--- config.mk ---
export PLATFORM = sky130hd
export DESIGN_NAME = clr_ctrl
export DESIGN_NICKNAME = d
export VERILOG_FILES = /design/src/hw/rtl/clr_pkg.sv /design/src/hw/rtl/clr_ctrl.sv
export SDC_FILE = /design/constraint.sdc
export NUM_CORES = 1
export LEC_CHECK = 0
export ABC_AREA = 1
export BUFFER_PORTS_ARGS = -buffer_cell sky130_fd_sc_hd__buf_2
export CORE_MARGIN = 5
export CORE_UTILIZATION = 35
export CTS_BUF_LIST = sky130_fd_sc_hd__clkbuf_8
export DETAILED_ROUTE_END_ITERATION = 12
export SLEW_MARGIN = 10
export SYNTH_ARGS = -nofsm -noshare
export SYNTH_HDL_FRONTEND = slang
export SYNTH_SLANG_ARGS = --single-unit
--- constraint.sdc ---
create_clock -name clk_i -period 3.6 [get_ports clk_i]
set_input_delay 0.18 -clock clk_i [delete_from_list [all_inputs] [get_ports clk_i]]
set_output_delay 0.18 -clock clk_i [all_outputs]
set_load 0.01 [all_outputs]
--- src/hw/rtl/clr_pkg.sv ---
`default_nettype none
package clr_pkg;
  localparam int unsigned CoordBits = 16;
  localparam int unsigned FracBits  = 16;

  typedef enum logic [1:0] {
    StPixel    = 2'd0,
    StAccepted = 2'd1,
    StRejected = 2'd2,
    StIdle     = 2'd3
  } status_e;

  localparam logic REQ_LOAD = 1'b0;
  localparam logic REQ_STEP = 1'b1;

  localparam logic [1:0] CFG_X_MIN = 2'd0;
  localparam logic [1:0] CFG_X_MAX = 2'd1;
  localparam logic [1:0] CFG_Y_MIN = 2'd2;
  localparam logic [1:0] CFG_Y_MAX = 2'd3;

  typedef struct packed {
    logic       req_type;
    logic [15:0] start_x;
    logic [15:0] start_y;
    logic [15:0] end_x;
    logic [15:0] end_y;
  } req_t;

  typedef struct packed {
    logic [1:0]  status;
    logic [15:0] pixel_x;
    logic [15:0] pixel_y;
    logic [15:0] pixel_count;
    logic        last_pixel;
  } rsp_t;

  // Controller to datapath.
  typedef enum logic [3:0] {
    CmdNone,
    CmdLatch,
    CmdEdge,
    CmdDivStart,
    CmdEdgeApply,
    CmdEndMulHi,
    CmdEndHi,
    CmdEndMulLo,
    CmdEndLo,
    CmdAxis,
    CmdIncStart,
    CmdLoadDone,
    CmdReject,
    CmdPixel,
    CmdIdle
  } cmd_e;

  typedef struct packed {
    cmd_e       cmd;
    logic [1:0] edge_sel;
  } ctl_t;

  typedef struct packed {
    logic div_busy;
    logic edge_div;    // current edge needs a division
    logic edge_fail;   // current edge rejects without division
    logic apply_fail;  // division result rejects
    logic need_hi;
    logic need_lo;
    logic count_zero;
    logic active;
  } sts_t;
endpackage
`default_nettype wire

--- src/hw/rtl/clr_ctrl.sv ---
`default_nettype none
module clr_ctrl (
  input  wire logic     clk_i,
  input  wire logic     rst_ni,
  input  wire logic     in_valid_i,
  input  wire logic     in_req_type_i,
  output logic          in_ready_o,
  output logic          out_valid_o,
  input  wire logic     out_ready_i,
  input  clr_pkg::sts_t sts_i,
  output clr_pkg::ctl_t ctl_o
);
  typedef enum logic [3:0] {
    SIdle, SEdge, SDivWait, SApply, SMulHi, SEndHi, SMulLo, SEndLo,
    SAxis, SIncStart, SIncWait, SDone
  } state_e;

  state_e     state_q, state_d;
  logic [1:0] edge_q, edge_d;
  logic       ovalid_q, ovalid_d;
  logic       take;

  // A result register decouples the sides: accept when idle and it is empty or leaving.
  assign in_ready_o  = (state_q == SIdle) && (!ovalid_q || out_ready_i);
  assign take        = in_valid_i && in_ready_o;
  assign out_valid_o = ovalid_q;

  always_comb begin
    state_d    = state_q;
    edge_d     = edge_q;
    ovalid_d   = ovalid_q && !out_ready_i;
    ctl_o.cmd  = clr_pkg::CmdNone;
    ctl_o.edge_sel = edge_q;
    case (state_q)
      SIdle: begin
        if (take) begin
          if (in_req_type_i == clr_pkg::REQ_LOAD) begin
            ctl_o.cmd = clr_pkg::CmdLatch;
            edge_d    = 2'd0;
            state_d   = SEdge;
          end else if (sts_i.active) begin
            ctl_o.cmd = clr_pkg::CmdPixel;
            ovalid_d  = 1'b1;
          end else begin
            ctl_o.cmd = clr_pkg::CmdIdle;
            ovalid_d  = 1'b1;
          end
        end
      end
      SEdge: begin
        if (sts_i.edge_fail) begin
          ctl_o.cmd = clr_pkg::CmdReject;
          ovalid_d  = 1'b1;
          state_d   = SIdle;
        end else if (sts_i.edge_div) begin
          ctl_o.cmd = clr_pkg::CmdDivStart;
          state_d   = SDivWait;
        end else if (edge_q == 2'd3) begin
          state_d = SMulHi;
        end else begin
          edge_d = edge_q + 1'b1;
        end
      end
      SDivWait: if (!sts_i.div_busy) state_d = SApply;
      SApply: begin
        if (sts_i.apply_fail) begin
          ctl_o.cmd = clr_pkg::CmdReject;
          ovalid_d  = 1'b1;
          state_d   = SIdle;
        end else begin
          ctl_o.cmd = clr_pkg::CmdEdgeApply;
          edge_d    = edge_q + 1'b1;
          state_d   = (edge_q == 2'd3) ? SMulHi : SEdge;
        end
      end
      SMulHi: begin
        if (sts_i.need_hi) begin
          ctl_o.cmd = clr_pkg::CmdEndMulHi;
          state_d   = SEndHi;
        end else begin
          state_d = SMulLo;
        end
      end
      SEndHi: begin
        ctl_o.cmd = clr_pkg::CmdEndHi;
        state_d   = SMulLo;
      end
      SMulLo: begin
        if (sts_i.need_lo) begin
          ctl_o.cmd = clr_pkg::CmdEndMulLo;
          state_d   = SEndLo;
        end else begin
          state_d = SAxis;
        end
      end
      SEndLo: begin
        ctl_o.cmd = clr_pkg::CmdEndLo;
        state_d   = SAxis;
      end
      SAxis: begin
        ctl_o.cmd = clr_pkg::CmdAxis;
        state_d   = SIncStart;
      end
      SIncStart: begin
        if (sts_i.count_zero) begin
          state_d = SDone;
        end else begin
          ctl_o.cmd = clr_pkg::CmdIncStart;
          state_d   = SIncWait;
        end
      end
      SIncWait: if (!sts_i.div_busy) state_d = SDone;
      SDone: begin
        // Wait for the result register before writing the load response.
        if (!ovalid_q || out_ready_i) begin
          ctl_o.cmd = clr_pkg::CmdLoadDone;
          ovalid_d  = 1'b1;
          state_d   = SIdle;
        end
      end
      default: state_d = SIdle;
    endcase
  end

  always_ff @(posedge clk_i or negedge rst_ni) begin
    if (!rst_ni) begin
      state_q  <= SIdle;
      edge_q   <= 2'd0;
      ovalid_q <= 1'b0;
    end else begin
      state_q  <= state_d;
      edge_q   <= edge_d;
      ovalid_q <= ovalid_d;
    end
  end
endmodule
`default_nettype wire

==> run metrics, run 1 <==
status finished, final reports clean; Iteration-0 DRC Markers 25; post-synthesis cell type count 19; number of I/O port buffers 20; setup tns final 0 ns; Main synth FF type dfrtp_1; Slowest-stage cell, CP dfrtp_1; FP Rows 16; H-tree levels 1; share of post-route cells with drive strength above 1 0.179; Slew Viols, Final 0; largest net degree at the start of global routing 9; Yosys warning count 0; post-DR vias/cell 4.98; Final Net Count 171; DRT Pass-1 Iters 4; top cells by count, synth nand2_1, nor2_1, inv_1; Worst-path clk slew 0.04 ns; total die area 3150 sq um; clock skew 0.00192 ns; Synth Register Bits 7; routability cong. 0.946; crit path max fanout 7; initial core utilization 0.372; post-synth top area cell dfrtp_1; Die Wd 56.2 microns; post-route insts no fill 183; Relative slew margins 0.636; Leak 0.552 nW; CTS root buffer clkbuf_8; Post-CTS Resized 0; Least-Margin Pin Slew 0.545 ns; total gr overflow 0; final wirelength 2130 microns; hold buffers post-CTS 1; count leader, synth nand2_1; min-delay worst type input port to register; CTS tree yes; num ports 21; Cell Chain, Critical Path nor2_1 -> nand2_1 -> nor3_4 -> a21oi_1 -> nand3_1 -> buf_2; Synth async-reset ratio 1.00; Mapped Area 746 sq um; final hold vios 0; Synth top area share 0.235; clock latency at the later pin of the worst-skew pair 0.23 ns; Finish-stage setup viols 0; utilization after layout 0.464; Critical Path RT 3.42 ns; Finished Cell Area 930 sq um; placed inst area 875 sq um; total power 0.000740 W; Critical Path Sink Type output port; first-pass GRT wire length 3570 microns; Cells after Synth 132; placed cells 178; worst IR drop on VDD 0.000382 V; # Post-CTS Setup Buffers 0; Max-Cap Viols 0; final worst-path cycle share 0.550; RSZ-0062 raised after global routing no; Final ANT Viol Nets 0; FMAX 0.505 GHz; slowest stage delay, CP 0.43 ns; crit path launch type register; die height 56.2 microns; CTS sink cnt 7; critical path class register to output port; initial antenna violation count 0; HPWL Detailed 1800 microns; WL per Instance 11.6 microns; crit path time final 1.98 ns; DRC 0; number of global-route vias before repair 853; Post-synth EDFFs 0; Clock Path Buffers 2; Total GRT Usage 0.141; post-synthesis sequential area ratio 0.235; core area 2000 sq um; diodes inserted 0; syn_nets 146; number of CTS-inserted buffers 3; most area-consuming cells after synthesis dfrtp_1, nand2_1, nor2_1; Area Growth Syn to Fin 24.7%; syn avg cell area 5.65 sq um; Pwr Density 796 nW/um^2; DR vias 912; Arrival @ worst endpoint 1.80 ns
==> flip-flops by register name (all words and copies together), names as in the netlist <==
name	count
out_valid_o	1
state_q	4
edge_q	2
==> metrics by stage <==
step	hold slack (ns)	worst slack, ns
after floorplan	-0.116	2.22
after global placement	0.0269	1.83
after global routing	0.268	1.48
after detailed placement	0.0269	1.90
final	0.265	1.62
after CTS	0.257	1.65
==> cell type report <==
| class | count | area [sq um] |
|---|---|---|
| tap | 27 | 33.8 |
| sequential | 7 | 175 |
| inverter | 16 | 60.1 |
| fill | 225 | 1070 |
| timing repair buffer | 21 | 110 |
| clock inverter | 1 | 3.75 |
| clock buffer | 3 | 41.3 |
| multi-input combinational | 108 | 505 |
==> per-layer routing <==
| metal | routed length, microns | track usage | vias up |
|---|---|---|---|
| met5 | 0 | 0 | - |
| met4 | 17 | 0.0339 | 0 |
| met3 | 125 | 0.0534 | 2 |
| met2 | 997 | 0.229 | 24 |
| met1 | 985 | 0.176 | 414 |
| li1 | - | - | 472 |
==> critical path: cells and delay by family, from the launching register on <==
family                 cells  cell delay, ns
AOI/OAI and AO/OA          1            0.13
buffers and inverters      1            0.13
DFF                        1            0.43
and+or+nand+nor            4            0.87
==> worst paths after layout <==
kind / start / to / slack (ns) / cells past startpoint
worst max-delay path: state_q[2]$_DFFE_PN0P_ / ctl_o[5] / 1.62 / 6
worst min-delay path: in_req_type_i / out_valid_o$_DFF_PN0_ / 0.26 / 3
max in group asynchronous: rst_ni / edge_q[1]$_DFFE_PN0P_ / 3.12 / 2
worst min register to register: edge_q[1]$_DFFE_PN0P_ / edge_q[1]$_DFFE_PN0P_ / 0.50 / 2
min in group asynchronous: rst_ni / state_q[0]$_DFFE_PN0P_ / 0.32 / 2
worst max register to register: state_q[2]$_DFFE_PN0P_ / edge_q[0]$_DFFE_PN0P_ / 2.08 / 6
==> cell families after synthesis <==
group | Yosys count | synth area share
and+or+nand+nor | 94 | 0.555
buffers and inverters | 17 | 0.0872
AOI/OAI and AO/OA | 13 | 0.106
DFF | 7 | 0.235
adders and majority gates | 1 | 0.0168
==> power breakdown <==
group / switching (W) / internal [W]
Clock: 0.0000331 / 0.0000736
Sequential: 0.0000358 / 0.000109
Combinational: 0.000320 / 0.000168
==> layout by cell type (no fill, tap or decap), types with 2 or more instances in the layout <==
cell type and n:
nand4_1 2, clkbuf_8 3, a21oi_1 4, nand3b_1 2, nor3_1 2, buf_2 20, nor2_1 28, nand2_1 40
inv_1 17, nand2_2 2, o21ai_0 7, dfrtp_1 7, nand3_1 14
No activity file was read; power rests on OpenSTA's default activity.
==> inputs of run 2 (changes only) <==
clock period = 2 ns   (was 3.6 ns; I/O delays follow)
==> run 2 against run 1 <==
Routed wire length about the same. Register-to-register slack lost 1.5 ns. Count of clock-buffer cells in the layout did not move. Critical path type unchanged. Critical endpoint is now ctl_o[4].
==> run metrics, run 2 (synthesis results as in run 1) <==
Net Sw Frac 0.524 (-0.00254); RSZ-0062 raised after global routing no; Clk pwr share 0.145 (about the same); register share of total power 0.197 (about the same); Setup WS post-layout 0.171 ns (-1.45 ns); final hold vios 0 (unchanged); utilization after layout 0.466 (+0.00125); initial core utilization 0.372 (unchanged); Pwr Density 1430 nW/um^2 (+79%); fillcell total 223 (-0.89%); routability cong. 0.945 (about the same); Switching Power 0.000697 W (+79%); total gr overflow 0 (unchanged); total die area 3150 sq um (unchanged); Finish-stage setup viols 0 (unchanged); pre-CTS WS 0.331 ns (-1.56 ns); final wirelength 2130 microns (about the same); Slowest-stage cell, CP dfrtp_1; most frequent cells in the layout nand2_1, nor2_1, buf_2; FMAX 0.547 GHz; clock skew 0.00150 ns (-0.000421 ns); Relative slew margins 0.644 (+0.00812); final worst-path cycle share 0.914; min-delay worst type input port to register; num ports 21 (unchanged); CTS root buffer clkbuf_8; Finished Cell Area 932 sq um (+0.27%); Iteration-0 DRC Markers 24 (-4.0%); H-tree levels 1 (unchanged); setup tns final 0 ns (unchanged); WL per Instance 11.6 microns (about the same); FP Rows 16 (unchanged); HPWL Detailed 1800 microns (about the same); crit path max fanout 8 (+1); critical path class register to output port; CTS tree yes; Worst-path clk slew 0.04 ns (about the same); CP bufs+invs 1 (unchanged); combinational cell fraction of total power 0.658 (-0.002); initial antenna violation count 0 (unchanged); Final ANT Viol Nets 0 (unchanged); die height 56.2 microns (unchanged); status finished, final reports clean; Clock Path Buffers 2 (unchanged); Internal 0.000634 W (+81%); crit path launch type register; Cell Chain, Critical Path nor2_1 -> nand2_1 -> nor3_4 -> a21oi_1 -> nand3_1 -> buf_2; placed inst area 875 sq um (unchanged); slowest stage delay, CP 0.44 ns (about the same); DR vias 902 (-1.1%); Critical Path Sink Type output port; Arrival @ worst endpoint 1.73 ns (-0.07 ns); crit path time final 1.83 ns; number of CTS-inserted buffers 3 (unchanged); worst IR drop on VDD 0.000578 V (+52%); Final Net Count 171 (unchanged); clock latency at the later pin of the worst-skew pair 0.23 ns (about the same); max FFs per register 4 (unchanged); first-pass GRT wire length 3590 microns (+0.59%); # Post-CTS Setup Buffers 0 (unchanged); Biggest register state_q; DRT Pass-1 Iters 4 (unchanged); largest net degree at the start of global routing 9 (unchanged); Largest delay share family, worst path simple AND/OR/NAND/NOR gates; most common cell after layout, fill and taps aside nand2_1; Total GRT Usage 0.145 (+0.00333); core area 2000 sq um (unchanged); Critical Path RT 1.90 ns (-1.52 ns); r2r setup slk 0.56 ns (-1.52 ns); Max-Cap Viols 0 (unchanged); share of post-route cells with drive strength above 1 0.186 (+0.00641); Slew Viols, Final 0 (unchanged); number of I/O port buffers 20 (unchanged); Leak 0.553 nW (+0.15%); DRC 0 (unchanged); number of global-route vias before repair 815 (-4.5%); Die Wd 56.2 microns (unchanged); diodes inserted 0 (unchanged); post-DR vias/cell 4.93 (-1.1%); Area Growth Syn to Fin 25.0%; CTS sink cnt 7 (unchanged); Least-Margin Pin Slew 0.532 ns (-0.0121 ns)
==> run 2: per-stage QoR <==
stage / cells / hold slack (ns) / total power (W)
finish: 183 / 0.179 / 0.00133
CTS: 183 / 0.174 / 0.00134
global route: 183 / 0.190 / 0.00148
floorplan: 132 / -0.196 / 0.000893
detailed placement: 178 / -0.0526 / 0.00114
global placement: 178 / -0.0531 / 0.00114
==> run 2: timing repair <==
action	4_1_cts	5_1_grt
endpoints found under the setup margin	0	4
endpoints found under the hold margin	7	0
gates resized for setup	0	1
hold buffers	1	0
==> run 2: layout make-up <==
type / instances / area, sq um / share of cell area
Tap cell: 27 / 33.8 / 0.0362
Multi-Input combinational cell: 108 / 508 / 0.545
Sequential cell: 7 / 175 / 0.188
Clock inverter: 1 / 3.75 / 0.00403
Clock buffer: 3 / 41.3 / 0.0443
Timing Repair Buffer: 21 / 110 / 0.118
Inverter: 16 / 60.1 / 0.0644
==> run 2: path summary, 6_finish.rpt <==
kind | from | end | cells past startpoint
max | state_q[0]$_DFFE_PN0P_ | ctl_o[4] | 6
max reg2reg | state_q[1]$_DFFE_PN0P_ | edge_q[1]$_DFFE_PN0P_ | 9
min reg2reg | edge_q[1]$_DFFE_PN0P_ | edge_q[1]$_DFFE_PN0P_ | 2
min in group asynchronous | rst_ni | state_q[0]$_DFFE_PN0P_ | 2
max in group asynchronous | rst_ni | edge_q[1]$_DFFE_PN0P_ | 2
min | in_req_type_i | out_valid_o$_DFF_PN0_ | 3
==> run 2: worst min-delay path, delay by kind of cell <==
kind,cells,cell delay [ns]
buffers and inverters,1,0.12
AND/OR/NAND/NOR,1,0.07
AO/OA/AOI/OAI,1,0.07
==> run 2: power groups by stage <==
stage | Combinational, W | Sequential, W | Clock (W)
after detailed placement | 0.000876 | 0.000261 | 0
final | 0.000875 | 0.000262 | 0.000193
after floorplan | 0.000648 | 0.000245 | 0
after global routing | 0.000991 | 0.000273 | 0.000215
after CTS | 0.000879 | 0.000260 | 0.000201
after global placement | 0.000883 | 0.000260 | 0
==> run 2: metal layers <==
metal / up-vias / wire length (microns) / GRT usage
li1: 472 / - / -
met1: 405 / 972 / 0.179
met2: 21 / 990 / 0.234
met3: 4 / 142 / 0.0534
met4: 0 / 21 / 0.0407
met5: - / 0 / 0
==> inputs of run 3 (changes only) <==
CORE_UTILIZATION = 48   (was 35)
PLACE_DENSITY = 0.74   (was not set)
==> run 3 against run 2 <==
Final area shrank 1.5%. Sequential cell count unchanged. Via count is 1.7% higher. Hold slack got worse by 0.027 ns. Global-route usage grew 4.2 points. Largest power group unchanged. Register-to-register slack got worse by 0.05 ns. Count of clock-buffer cells in the layout unchanged. Non-clock buffer count stayed put. Highest routed layer unchanged. Power rose by 0.66%.
==> run metrics, run 3 (synthesis results as in run 1) <==
status finished, final reports clean; Arrival @ worst endpoint 1.76 ns (+0.03 ns); slowest stage delay, CP 0.44 ns (about the same); die height 49.4 microns (-12%); num ports 21 (unchanged); FMAX 0.537 GHz (-1.9%); hold depth 3 (unchanged); initial antenna violation count 0 (unchanged); Max-Cap Viols 0 (unchanged); DRC 0 (unchanged); total die area 2440 sq um (-23%); DRT Pass-1 Iters 4 (unchanged); Clock Path Buffers 2 (unchanged); Final Net Count 171 (unchanged); post-DR vias/cell 5.33 (+8.2%); Die Wd 49.4 microns (-12%); final wirelength 2080 microns (-2.3%); fillcell total 153 (-31%); RSZ-0062 raised after global routing no; Leak 0.553 nW (unchanged); worst-case reg-to-reg path depth 7 (-2); Slew Viols, Final 0 (unchanged); total power 0.00134 W (+0.66%); largest net degree at the start of global routing 9 (unchanged); CTS root buffer clkbuf_8; max FFs per register 4 (unchanged); diodes inserted 0 (unchanged); H-tree levels 1 (unchanged); DR vias 917 (+1.7%); final hold vios 0 (unchanged); Critical Path Sink Type output port; clock skew 0.00306 ns (+0.00156 ns); routability cong. 0.894 (-5.4%); critical path class register to output port; total gr overflow 0 (unchanged); crit path time final 1.86 ns (+0.0349 ns); HPWL Detailed 1710 microns (-5.0%); Area Growth Syn to Fin 23.2%; Pwr Density 1460 nW/um^2 (+2.2%); FP Rows 14 (-2); most common cell after layout, fill and taps aside nand2_1; crit path launch type register; Total GRT Usage 0.187 (+0.0425); share of post-route cells with drive strength above 1 0.186 (unchanged); clock latency at the later pin of the worst-skew pair 0.23 ns (about the same); WP depth 6 (unchanged); most frequent cells in the layout nand2_1, nor2_1, buf_2; Biggest register state_q; RR Startpoint state_q[0]$_DFFE_PN0P_; number of CTS-inserted buffers 3 (unchanged); Final ANT Viol Nets 0 (unchanged); r2r setup slk 0.51 ns (-0.05 ns); final worst-path cycle share 0.932 (+0.0174); Iteration-0 DRC Markers 27 (+13%); Largest delay share family, worst path simple AND/OR/NAND/NOR gates; Relative slew margins 0.628 (-0.0160); initial core utilization 0.501 (+0.128); crit path max fanout 8 (unchanged); Setup crit start state_q[0]$_DFFE_PN0P_; CP bufs+invs 1 (unchanged); Slowest-stage cell, CP dfrtp_1; # Post-CTS Setup Buffers 0 (unchanged); number of global-route vias before repair 845 (+3.7%); Cell Chain, Critical Path nor2_1 -> nand2_1 -> nor3_4 -> a21oi_1 -> nand3_1 -> buf_2; setup tns final 0 ns (unchanged); HP Start in_req_type_i; number of I/O port buffers 20 (unchanged); CTS sink cnt 7 (unchanged); core area 1490 sq um (-26%); Worst-path clk slew 0.04 ns (about the same); min-delay worst type input port to register; CTS tree yes; Least-Margin Pin Slew 0.556 ns (+0.0239 ns); first-pass GRT wire length 3680 microns (+2.5%); Finish-stage setup viols 0 (unchanged); Critical Path RT 1.90 ns (about the same); WL per Instance 12.1 microns (+3.9%); worst IR drop on VDD 0.000617 V (+6.6%)
-- run 3: routing by layer --
layer | vias to the layer above | routed length [microns] | GRT usage
met2 | 34 | 1050 | 0.294
li1 | 480 | - | -
met1 | 401 | 863 | 0.250
met4 | 0 | 8 | 0.0524
met3 | 2 | 160 | 0.0489
met5 | - | 0 | 0
-- run 3: worst min-delay path, cell delays in order --
cell,delay [ns]
buf_2,0.12
a21oi_1,0.07
nand2_1,0.06
-- run 3: worst paths after layout --
check                                    endpoint
max                                      ctl_o[5]
min                         out_valid_o$_DFF_PN0_
max reg2reg                 edge_q[0]$_DFFE_PN0P_
min reg2reg                 edge_q[1]$_DFFE_PN0P_
max in group asynchronous  state_q[0]$_DFFE_PN0P_
min in group asynchronous   out_valid_o$_DFF_PN0_
-- run 3: final cells by class --
cell class	instances	area, sq um	share of cell area
multi-input combinational	108	508	0.553
sequential	7	175	0.191
inverter	16	60.1	0.0654
timing repair buffer	21	110	0.120
clock buffer	3	41.3	0.0450
clock inverter	1	3.75	0.00409
tap	16	20.0	0.0218
-- run 3: metrics by stage --
stage	hold WS [ns]	util	std cells	area [sq um]	worst slack [ns]
floorplan	-0.196	-	132	746	0.695
global placement	-0.0586	0.578	167	861	0.349
detailed placement	-0.0533	0.578	167	861	0.338
CTS	0.148	0.615	172	916	0.0854
global route	0.161	0.617	172	918	0.0113
finish	0.152	0.617	172	918	0.136
-- run 3: timing repair --
item                                   4_1_cts  5_1_grt
endpoints found under the hold margin        7        0
hold buffers                                 1        0
resized for setup                            0        1
setup endpoints to repair                    0        4
-- run 3: report_power, final --
part / switching (W) / leakage (nW) / total, W / internal [W]
sequential: 0.0000647 / 0.0912 / 0.000261 / 0.000197
combinational: 0.000576 / 0.435 / 0.000881 / 0.000304
clock: 0.0000642 / 0.0269 / 0.000197 / 0.000133
